`src/hw/rtl/pfm_pkg.sv`:
```
// shared types and constants for the pulse flow meter bank
// no dependencies; imported by the divider and the top level

package pfm_pkg;

   localparam logic OP_PULSE = 1'b0;
   localparam logic OP_READ  = 1'b1;

   localparam logic CSR_METER_COUNT = 1'b0;
   localparam logic CSR_SENSOR_MAP  = 1'b1;

   // zero interval stands for five minutes
   localparam logic [31:0] MS_DEFAULT = 32'd300000;
   // 1000 ml * 60000 ms / 450 pulses = 400000 / 3
   localparam logic [18:0] FLOW_SCALE = 19'd400000;

   localparam int NUM_W  = 53;
   localparam int DEN_W  = 35;
   localparam int QUOT_W = 33;

   typedef enum logic [2:0] {
      ST_IDLE,
      ST_ACCESS,
      ST_START,
      ST_DIV,
      ST_DONE
   } state_type;

endpackage

```
`src/hw/rtl/pfm_ram.sv`:
```
// generic single-port-write, single-port-read ram with registered read
// no dependencies

module pfm_ram #(
   parameter int WIDTH  = 32,
   parameter int DEPTH  = 8,
   parameter int ADDR_W = (DEPTH > 1) ? $clog2(DEPTH) : 1
) (
   input  logic              clock,
   input  logic              wr_en,
   input  logic [ADDR_W-1:0] wr_addr,
   input  logic [WIDTH-1:0]  wr_data,
   input  logic              rd_en,
   input  logic [ADDR_W-1:0] rd_addr,
   output logic [WIDTH-1:0]  rd_data
);

   logic [WIDTH-1:0] mem_ff [DEPTH];
   logic [WIDTH-1:0] rd_data_ff;

   always_ff @(posedge clock) begin
      if (wr_en) begin
         mem_ff[wr_addr] <= wr_data;
      end
      if (rd_en) begin
         rd_data_ff <= mem_ff[rd_addr];
      end
   end

   assign rd_data = rd_data_ff;

endmodule

```
`src/hw/rtl/pfm_div.sv`:
```
// restoring divider, one quotient bit per cycle, saturating at 32 bits
// depends on pfm_pkg

module pfm_div
   import pfm_pkg::*;
(
   input  logic              clock,
   input  logic              reset,
   input  logic              start,
   input  logic [NUM_W-1:0]  numer,
   input  logic [DEN_W-1:0]  denom,
   output logic              done,
   output logic [31:0]       quot
);

   localparam int HI_W  = NUM_W - QUOT_W;
   localparam int CNT_W = $clog2(QUOT_W + 1);

   logic [DEN_W-1:0]  rem_ff;
   logic [DEN_W-1:0]  rem_in;
   logic [QUOT_W-1:0] shreg_ff;
   logic [QUOT_W-1:0] quot_ff;
   logic [DEN_W-1:0]  denom_ff;
   logic              sat_ff;
   logic [CNT_W-1:0]  cnt_ff;
   logic              done_ff;
   logic [DEN_W:0]    trial;
   logic              qbit;

   always_comb begin
      trial = {rem_ff, shreg_ff[QUOT_W-1]};
      qbit  = (trial >= {1'b0, denom_ff});
      if (qbit) begin
         rem_in = DEN_W'(trial - {1'b0, denom_ff});
      end else begin
         rem_in = trial[DEN_W-1:0];
      end
   end

   always_ff @(posedge clock) begin
      if (reset) begin
         cnt_ff  <= '0;
         done_ff <= 1'b0;
      end else begin
         done_ff <= 1'b0;
         if (start) begin
            cnt_ff <= CNT_W'(QUOT_W);
         end else if (cnt_ff != '0) begin
            cnt_ff <= cnt_ff - 1'b1;
            if (cnt_ff == CNT_W'(1)) begin
               done_ff <= 1'b1;
            end
         end
      end
   end

   always_ff @(posedge clock) begin
      if (start) begin
         // quotient needs more than 33 bits when the top part reaches the divisor
         sat_ff   <= ({{(DEN_W - HI_W){1'b0}}, numer[NUM_W-1:QUOT_W]} >= denom);
         rem_ff   <= {{(DEN_W - HI_W){1'b0}}, numer[NUM_W-1:QUOT_W]};
         shreg_ff <= numer[QUOT_W-1:0];
         denom_ff <= denom;
         quot_ff  <= '0;
      end else if (cnt_ff != '0) begin
         rem_ff   <= rem_in;
         shreg_ff <= {shreg_ff[QUOT_W-2:0], 1'b0};
         quot_ff  <= {quot_ff[QUOT_W-2:0], qbit};
      end
   end

   assign done = done_ff;
   assign quot = (sat_ff || quot_ff[QUOT_W-1]) ? 32'hFFFF_FFFF : quot_ff[31:0];

endmodule

```
`src/hw/rtl/pulse_flow_meter_bank.sv`:
```
// pulse flow meter bank: per-meter pulse counters with flow readout
// depends on pfm_pkg, pfm_ram and pfm_div
//
// usage
//   req channel: op pulse adds one to the counter of req_meter and gives no
//   response; op read looks up req_sensor_index among the first meter_count
//   meters of sensor_map, returns the flow in ml/min and clears that counter.
//   rsp channel: one transfer per read, rsp_found low and flow zero when no
//   meter matches.
//   csr channel: index 0 meter_count, index 1 sensor_map; always ready.
//   items are handled one at a time: a pulse reads and then writes its
//   counter, an unmatched read goes straight to the response, and a matched
//   read also runs the 33-step divider producing one quotient bit per cycle.
//   counters sit in an 8-entry ram with one valid flop per entry; reset
//   clears the valid flops, so all counters read zero right after reset.
//   a finished response waits in the output register; the next request is
//   taken meanwhile, and a following read waits only if the output register
//   is still full when its result is ready.

module pulse_flow_meter_bank
   import pfm_pkg::*;
#(
   parameter int METERS = 8
) (
   input  logic        clock,
   input  logic        reset,
   input  logic        req_valid,
   output logic        req_ready,
   input  logic        req_op,
   input  logic [2:0]  req_meter,
   input  logic [7:0]  req_sensor_index,
   input  logic [31:0] req_elapsed_ms,
   output logic        rsp_valid,
   input  logic        rsp_ready,
   output logic        rsp_found,
   output logic [31:0] rsp_flow_mlpm,
   input  logic        csr_valid,
   output logic        csr_ready,
   input  logic        csr_index,
   input  logic [63:0] csr_wdata
);

   localparam int AW = (METERS > 1) ? $clog2(METERS) : 1;

   state_type          state_ff;
   state_type          state_in;
   logic [3:0]         meter_count_ff;
   logic [63:0]        sensor_map_ff;
   logic [METERS-1:0]  valid_ff;
   logic               op_ff;
   logic [AW-1:0]      addr_ff;
   logic               found_ff;
   logic [31:0]        ms_ff;
   logic [50:0]        num_ff;
   logic [33:0]        den_ff;
   logic               rsp_valid_ff;
   logic               rsp_found_ff;
   logic [31:0]        rsp_flow_ff;

   logic               accept;
   logic               hit_any;
   logic [AW-1:0]      hit_idx;
   logic               meter_ok;
   logic               rd_en;
   logic [AW-1:0]      rd_addr;
   logic               wr_en;
   logic [31:0]        wr_data;
   logic [31:0]        ram_rdata;
   logic [31:0]        cur_count;
   logic               div_start;
   logic               div_done;
   logic [31:0]        div_quot;
   logic               rsp_load;

   // first configured meter with a matching sensor number
   always_comb begin
      hit_any = 1'b0;
      hit_idx = '0;
      for (int i = METERS - 1; i >= 0; i--) begin
         if ((4'(i) < meter_count_ff) && (sensor_map_ff[8*i +: 8] == req_sensor_index)) begin
            hit_any = 1'b1;
            hit_idx = AW'(i);
         end
      end
   end

   assign meter_ok  = (32'(req_meter) < METERS);
   assign accept    = req_valid && req_ready;
   assign cur_count = valid_ff[addr_ff] ? ram_rdata : 32'd0;

   always_comb begin
      state_in  = state_ff;
      req_ready = 1'b0;
      rd_en     = 1'b0;
      rd_addr   = (req_op == OP_READ) ? hit_idx : req_meter[AW-1:0];
      wr_en     = 1'b0;
      wr_data   = (op_ff == OP_PULSE) ? cur_count + 32'd1 : 32'd0;
      div_start = 1'b0;
      rsp_load  = 1'b0;
      case (state_ff)
         ST_IDLE: begin
            req_ready = 1'b1;
            if (req_valid) begin
               rd_en = 1'b1;
               if (req_op == OP_PULSE) begin
                  state_in = meter_ok ? ST_ACCESS : ST_IDLE;
               end else begin
                  state_in = hit_any ? ST_ACCESS : ST_DONE;
               end
            end
         end
         ST_ACCESS: begin
            wr_en    = 1'b1;
            state_in = (op_ff == OP_PULSE) ? ST_IDLE : ST_START;
         end
         ST_START: begin
            div_start = 1'b1;
            state_in  = ST_DIV;
         end
         ST_DIV: begin
            if (div_done) begin
               state_in = ST_DONE;
            end
         end
         ST_DONE: begin
            if (!rsp_valid_ff || rsp_ready) begin
               rsp_load = 1'b1;
               state_in = ST_IDLE;
            end
         end
         default: begin
            state_in = ST_IDLE;
         end
      endcase
   end

   always_ff @(posedge clock) begin
      if (reset) begin
         state_ff       <= ST_IDLE;
         meter_count_ff <= '0;
         sensor_map_ff  <= '0;
         valid_ff       <= '0;
         rsp_valid_ff   <= 1'b0;
      end else begin
         state_ff <= state_in;
         if (csr_valid) begin
            case (csr_index)
               CSR_METER_COUNT: meter_count_ff <= csr_wdata[3:0];
               CSR_SENSOR_MAP:  sensor_map_ff  <= csr_wdata;
               default: ;
            endcase
         end
         if (wr_en) begin
            valid_ff[addr_ff] <= 1'b1;
         end
         if (rsp_load) begin
            rsp_valid_ff <= 1'b1;
         end else if (rsp_ready) begin
            rsp_valid_ff <= 1'b0;
         end
      end
   end

   always_ff @(posedge clock) begin
      if (accept) begin
         op_ff    <= req_op;
         addr_ff  <= rd_addr;
         found_ff <= (req_op == OP_READ) && hit_any;
         ms_ff    <= (req_elapsed_ms == 32'd0) ? MS_DEFAULT : req_elapsed_ms;
      end
      if (state_ff == ST_ACCESS) begin
         num_ff <= 51'(cur_count) * 51'(FLOW_SCALE);
         den_ff <= {2'b00, ms_ff} + {1'b0, ms_ff, 1'b0};
      end
      if (rsp_load) begin
         rsp_found_ff <= found_ff;
         rsp_flow_ff  <= found_ff ? div_quot : 32'd0;
      end
   end

   pfm_ram #(
      .WIDTH (32),
      .DEPTH (METERS),
      .ADDR_W(AW)
   ) u_count_ram (
      .clock  (clock),
      .wr_en  (wr_en),
      .wr_addr(addr_ff),
      .wr_data(wr_data),
      .rd_en  (rd_en),
      .rd_addr(rd_addr),
      .rd_data(ram_rdata)
   );

   // rounded quotient: (2 num + den) / (2 den)
   pfm_div u_div (
      .clock(clock),
      .reset(reset),
      .start(div_start),
      .numer({num_ff, 1'b0} + {{(NUM_W - 34){1'b0}}, den_ff}),
      .denom({den_ff, 1'b0}),
      .done (div_done),
      .quot (div_quot)
   );

   assign csr_ready     = 1'b1;
   assign rsp_valid     = rsp_valid_ff;
   assign rsp_found     = rsp_found_ff;
   assign rsp_flow_mlpm = rsp_flow_ff;

endmodule
```
`config.mk`:
```
export PLATFORM = sky130hd
export DESIGN_NAME = pulse_flow_meter_bank
export DESIGN_NICKNAME = d
export VERILOG_FILES = /design/src/hw/rtl/pfm_pkg.sv /design/src/hw/rtl/pfm_ram.sv /design/src/hw/rtl/pfm_div.sv /design/src/hw/rtl/pulse_flow_meter_bank.sv
export SDC_FILE = /design/constraint.sdc
export NUM_CORES = 2
export LEC_CHECK = 0
export BUFFER_PORTS_ARGS = -buffer_cell sky130_fd_sc_hd__buf_2
export CORE_AREA = 2 2 282 284
export CTS_CLUSTER_SIZE = 40
export DETAILED_ROUTE_END_ITERATION = 10
export DIE_AREA = 0 0 284 286
export GPL_TIMING_DRIVEN = 0
export PLACE_DENSITY = 0.67
export SYNTH_ARGS = -nofsm -noshare
export SYNTH_HDL_FRONTEND = slang
export SYNTH_HIERARCHICAL = 1
export SYNTH_SLANG_ARGS = --single-unit
```
`constraint.sdc`:
```
create_clock -name clock -period 30.1 [get_ports clock]
set_input_delay 6.02 -clock clock [delete_from_list [all_inputs] [get_ports clock]]
set_output_delay 6.02 -clock clock [all_outputs]
set_load 0.01 [all_outputs]
```
==> flow_summary.toml <==
[power_and_ir_drop]
p_sw_w = 0.0008543
pwr-share-comb_pct = 26.0
power.total_w = 0.002831
switching_share_pct = 30.18
power.internal_w = 0.001977
power.leakage_nw = 17.80
p_clk_share_pct = 32.3
power_frac_seq_pct = 41.7
power_density_nw_per_um2 = 64.76
irDropWorstVdd_mv = 0.04856

[floorplan]
start_util_pct = 49.49
die_y_um = 286
ios = 150
coreArea_um2 = 78360
die_w_um = 284
die_area_um2 = 81220
rows = 103

[cells_and_area]
final_common_cell = "edfxtp_1"
drive_gt1_share_pct = 11.84
diodes = 0
fin_cells = 4818
syn2layout_area_growth_pct = 12.74
fillers = 6787
final_cell_mix = "edfxtp_1, inv_1, nand2_1, ha_1, a21oi_1"
post-route-util_pct = 55.79
final_nets = 4170

[drt]
vias_per_cell = 5.404
drt_pre_antenna_iters = 6
drt_iter0_drc = 1648
antenna_left = 0
routed_wl_mm = 88.75
wire_per_inst_um = 18.42
drc_errors = 0
vias = 26040

[global_routing]
grt_max_degree = 57
grt_pass1_wl_mm = 140.0
antenna_found_initial = 0
grt_pass1_vias = 25600
grtUsageTotal_pct = 21.66
grt_overflow = 0

[placement]
dpl.hpwl_mm = 66.32
numPortBuffers = 140
place_congestion = 0.8958
dpl.cell_count = 4679

[timing]
min_period_ns = 9.348
worstMarginPinSlew_ns = 1.309
fmax_ghz = 0.1070
rsz0062_at_grt = "no"
fin_setup_tns_ns = 0
setup_viol = 0
slew_viol_final = 0
clock_skew_ns = 0.02540
holdWs_ns = 0.4574
finalHoldViolCount = 0
max_slew_margin_pct = 11.48
fin_crit_sh_pct = 31.06

[clock_network]
ctsHoldBuffers = 0
clockRootBuffer = "clkbuf_16"
clock-sinks = 660
cts_resized = 0
cts_made_buffers = 75
clockBufferDepth = 3
cts_setup_buffers = 0
cts_tree = "done"
htreeDepth = 3
clock_latency_ns = 0.62
path_clk_slew_ns = 0.06

[hold_path]
hold_end = "u_div/quot_ff[30]$_SDFFE_PP0N_"
hold_path.class = "reg -> reg"
hold_depth = 2
holdCritStartpoint = "u_div/quot_ff[29]$_SDFFE_PP0N_"

[setup_path]
crit_arrival_ns = 9.71
r2r_end = "num_ff[48]$_DFFE_PP_"
critPathCaptureType = "flop"
r2r_slack_ns = 21.60
crit_required_ns = 30.46
cp_max_fo = 10
critPathKind = "in -> reg"
worstSetupStartpointType = "input pin"
worstRegToRegCells = 23
r2r-start = "addr_ff[0]$_DFFE_PP_"

[outcome]
outcome = "complete, no violations"

[synth]
synth-main-ff-cell = "edfxtp_1"
ys_seq_area_share_pct = 47.63
netlist_instances = 3463
ys_async_sr_fraction_pct = 0
ys_warn_count = 6
netlist_area_um2 = 38770
synth.avg_cell_area_um2 = 11.20
ys_types = 91
ys_ff_latch = 660
synth_edf_count = 525

[run]
maxCapViolCount = 0
[critical path: stages]
cell      delay [ns]
clkbuf_1        0.59
xor2_1          0.14
nor4_1          0.44
nand4_1         0.21
and2_1          0.22
nand2b_1        0.10
nand4_1         0.10
o21ai_0         0.23
clkbuf_1        0.58
buf_2           0.42
mux4_1          0.35
mux2_2          0.30
[layout make-up]
class                   count  area (um^2)  area share [%]
plain buffers             167        739.5           1.692
clock buffers             100         2098           4.800
clock inverters            39        386.6          0.8844
inverters                 332         1246           2.851
multi-input cells        2305        18400           42.08
flip-flops and latches    660        18470           42.25
well taps                1050         1314           3.005
repair buffers            165         1067           2.441
[registers in the layout, summed over array words and instances, names as in the netlist, 3 cells and up]
name                 cells
u_count_ram/mem_ff     256
sensor_map_ff           64
num_ff                  44
u_div/denom_ff          35
u_div/rem_ff            35
den_ff                  34
u_div/quot_ff           33
u_div/shreg_ff          33
ms_ff                   32
rsp_flow_mlpm           32
u_count_ram/rd_data     32
valid_ff                 8
u_div/cnt_ff             6
meter_count_ff           4
addr_ff                  3
state_ff                 3
[power by group through the flow]
stage | Clock [W] | Sequential [W] | Combinational (W)
final | 0.000915 | 0.00118 | 0.000735
after global routing | 0.000970 | 0.00119 | 0.000819
after CTS | 0.000933 | 0.00118 | 0.000733
after detailed placement | 0 | 0.00120 | 0.000729
after global placement | 0 | 0.00120 | 0.000708
after floorplan | 0 | 0.00118 | 0.000557
[worst max path at each step]
stage | slack [ns] | start | depth (start not counted) | endpoint
2_1_floorplan | 20.54 | state_ff[2]$_SDFFE_PP0P_ | 4 | u_count_ram/mem_ff[4][0]$_DFFE_PP_
3_3_place_gp | 15.94 | state_ff[2]$_SDFFE_PP0P_ | 4 | u_count_ram/mem_ff[4][1]$_DFFE_PP_
3_5_place_dp | 20.11 | req_sensor_index[0] | 12 | u_count_ram/rd_data[27]$_DFFE_PP_
4_1_cts | 20.76 | req_sensor_index[0] | 12 | u_count_ram/rd_data[27]$_DFFE_PP_
5_1_grt | 20.57 | req_sensor_index[2] | 12 | u_count_ram/rd_data[17]$_DFFE_PP_
6_report | 20.75 | req_sensor_index[5] | 12 | u_count_ram/rd_data[17]$_DFFE_PP_
[synth_stat cells, drive strengths merged, types with 31 or more instances]
cell / number / area (um^2)
or3: 44 / 275.3
nor3: 41 / 210.2
nand3: 45 / 225.2
mux4: 66 / 1637
edfxtp: 525 / 15770
nor2: 198 / 743.2
dfxtp: 135 / 2703
mux2i: 31 / 310.3
inv: 331 / 1242
and3: 52 / 325.3
xnor2: 176 / 1541
ha: 262 / 3278
o21ai: 95 / 479.2
clkbuf: 132 / 496.7
nand4: 36 / 225.2
nand2: 323 / 1215
a21o: 71 / 534.3
fa: 88 / 1762
and2: 60 / 377.9
buf: 35 / 242.7
xor2: 115 / 1007
a21oi: 244 / 1225
mux2: 67 / 754.5
a211oi: 31 / 237.7
[kinds of logic (layout without fill, tap and decap cells)]
group           count (synthesis)  in the layout  synth area share, %
other cells                     2              3              0.01937
simple gates                  903            903                11.11
xor+xnor                      291            291                6.573
mux                           164            164                6.967
fa+ha+maj                     351            351                13.02
compound gates                593            593                9.558
flops                         660            660                47.63
buf+inv                       499            803                5.121
[per-stage QoR]
stage / setup WS (ns) / area, um^2
detailed placement: 20.11 / 41230
floorplan: 20.54 / 38780
global route: 20.57 / 43720
finish: 20.75 / 43720
global placement: 15.94 / 40790
CTS: 20.76 / 43710
[per-layer routing]
metal	global-route usage [%]	wire length [um]	vias to the layer above
met4	6.632	2233	0
met2	36.11	42030	558
li1	-	-	12800
met5	0	0	-
met3	2.560	3826	124
met1	29.81	40660	12550
Power figures use the tool's default switching activity.
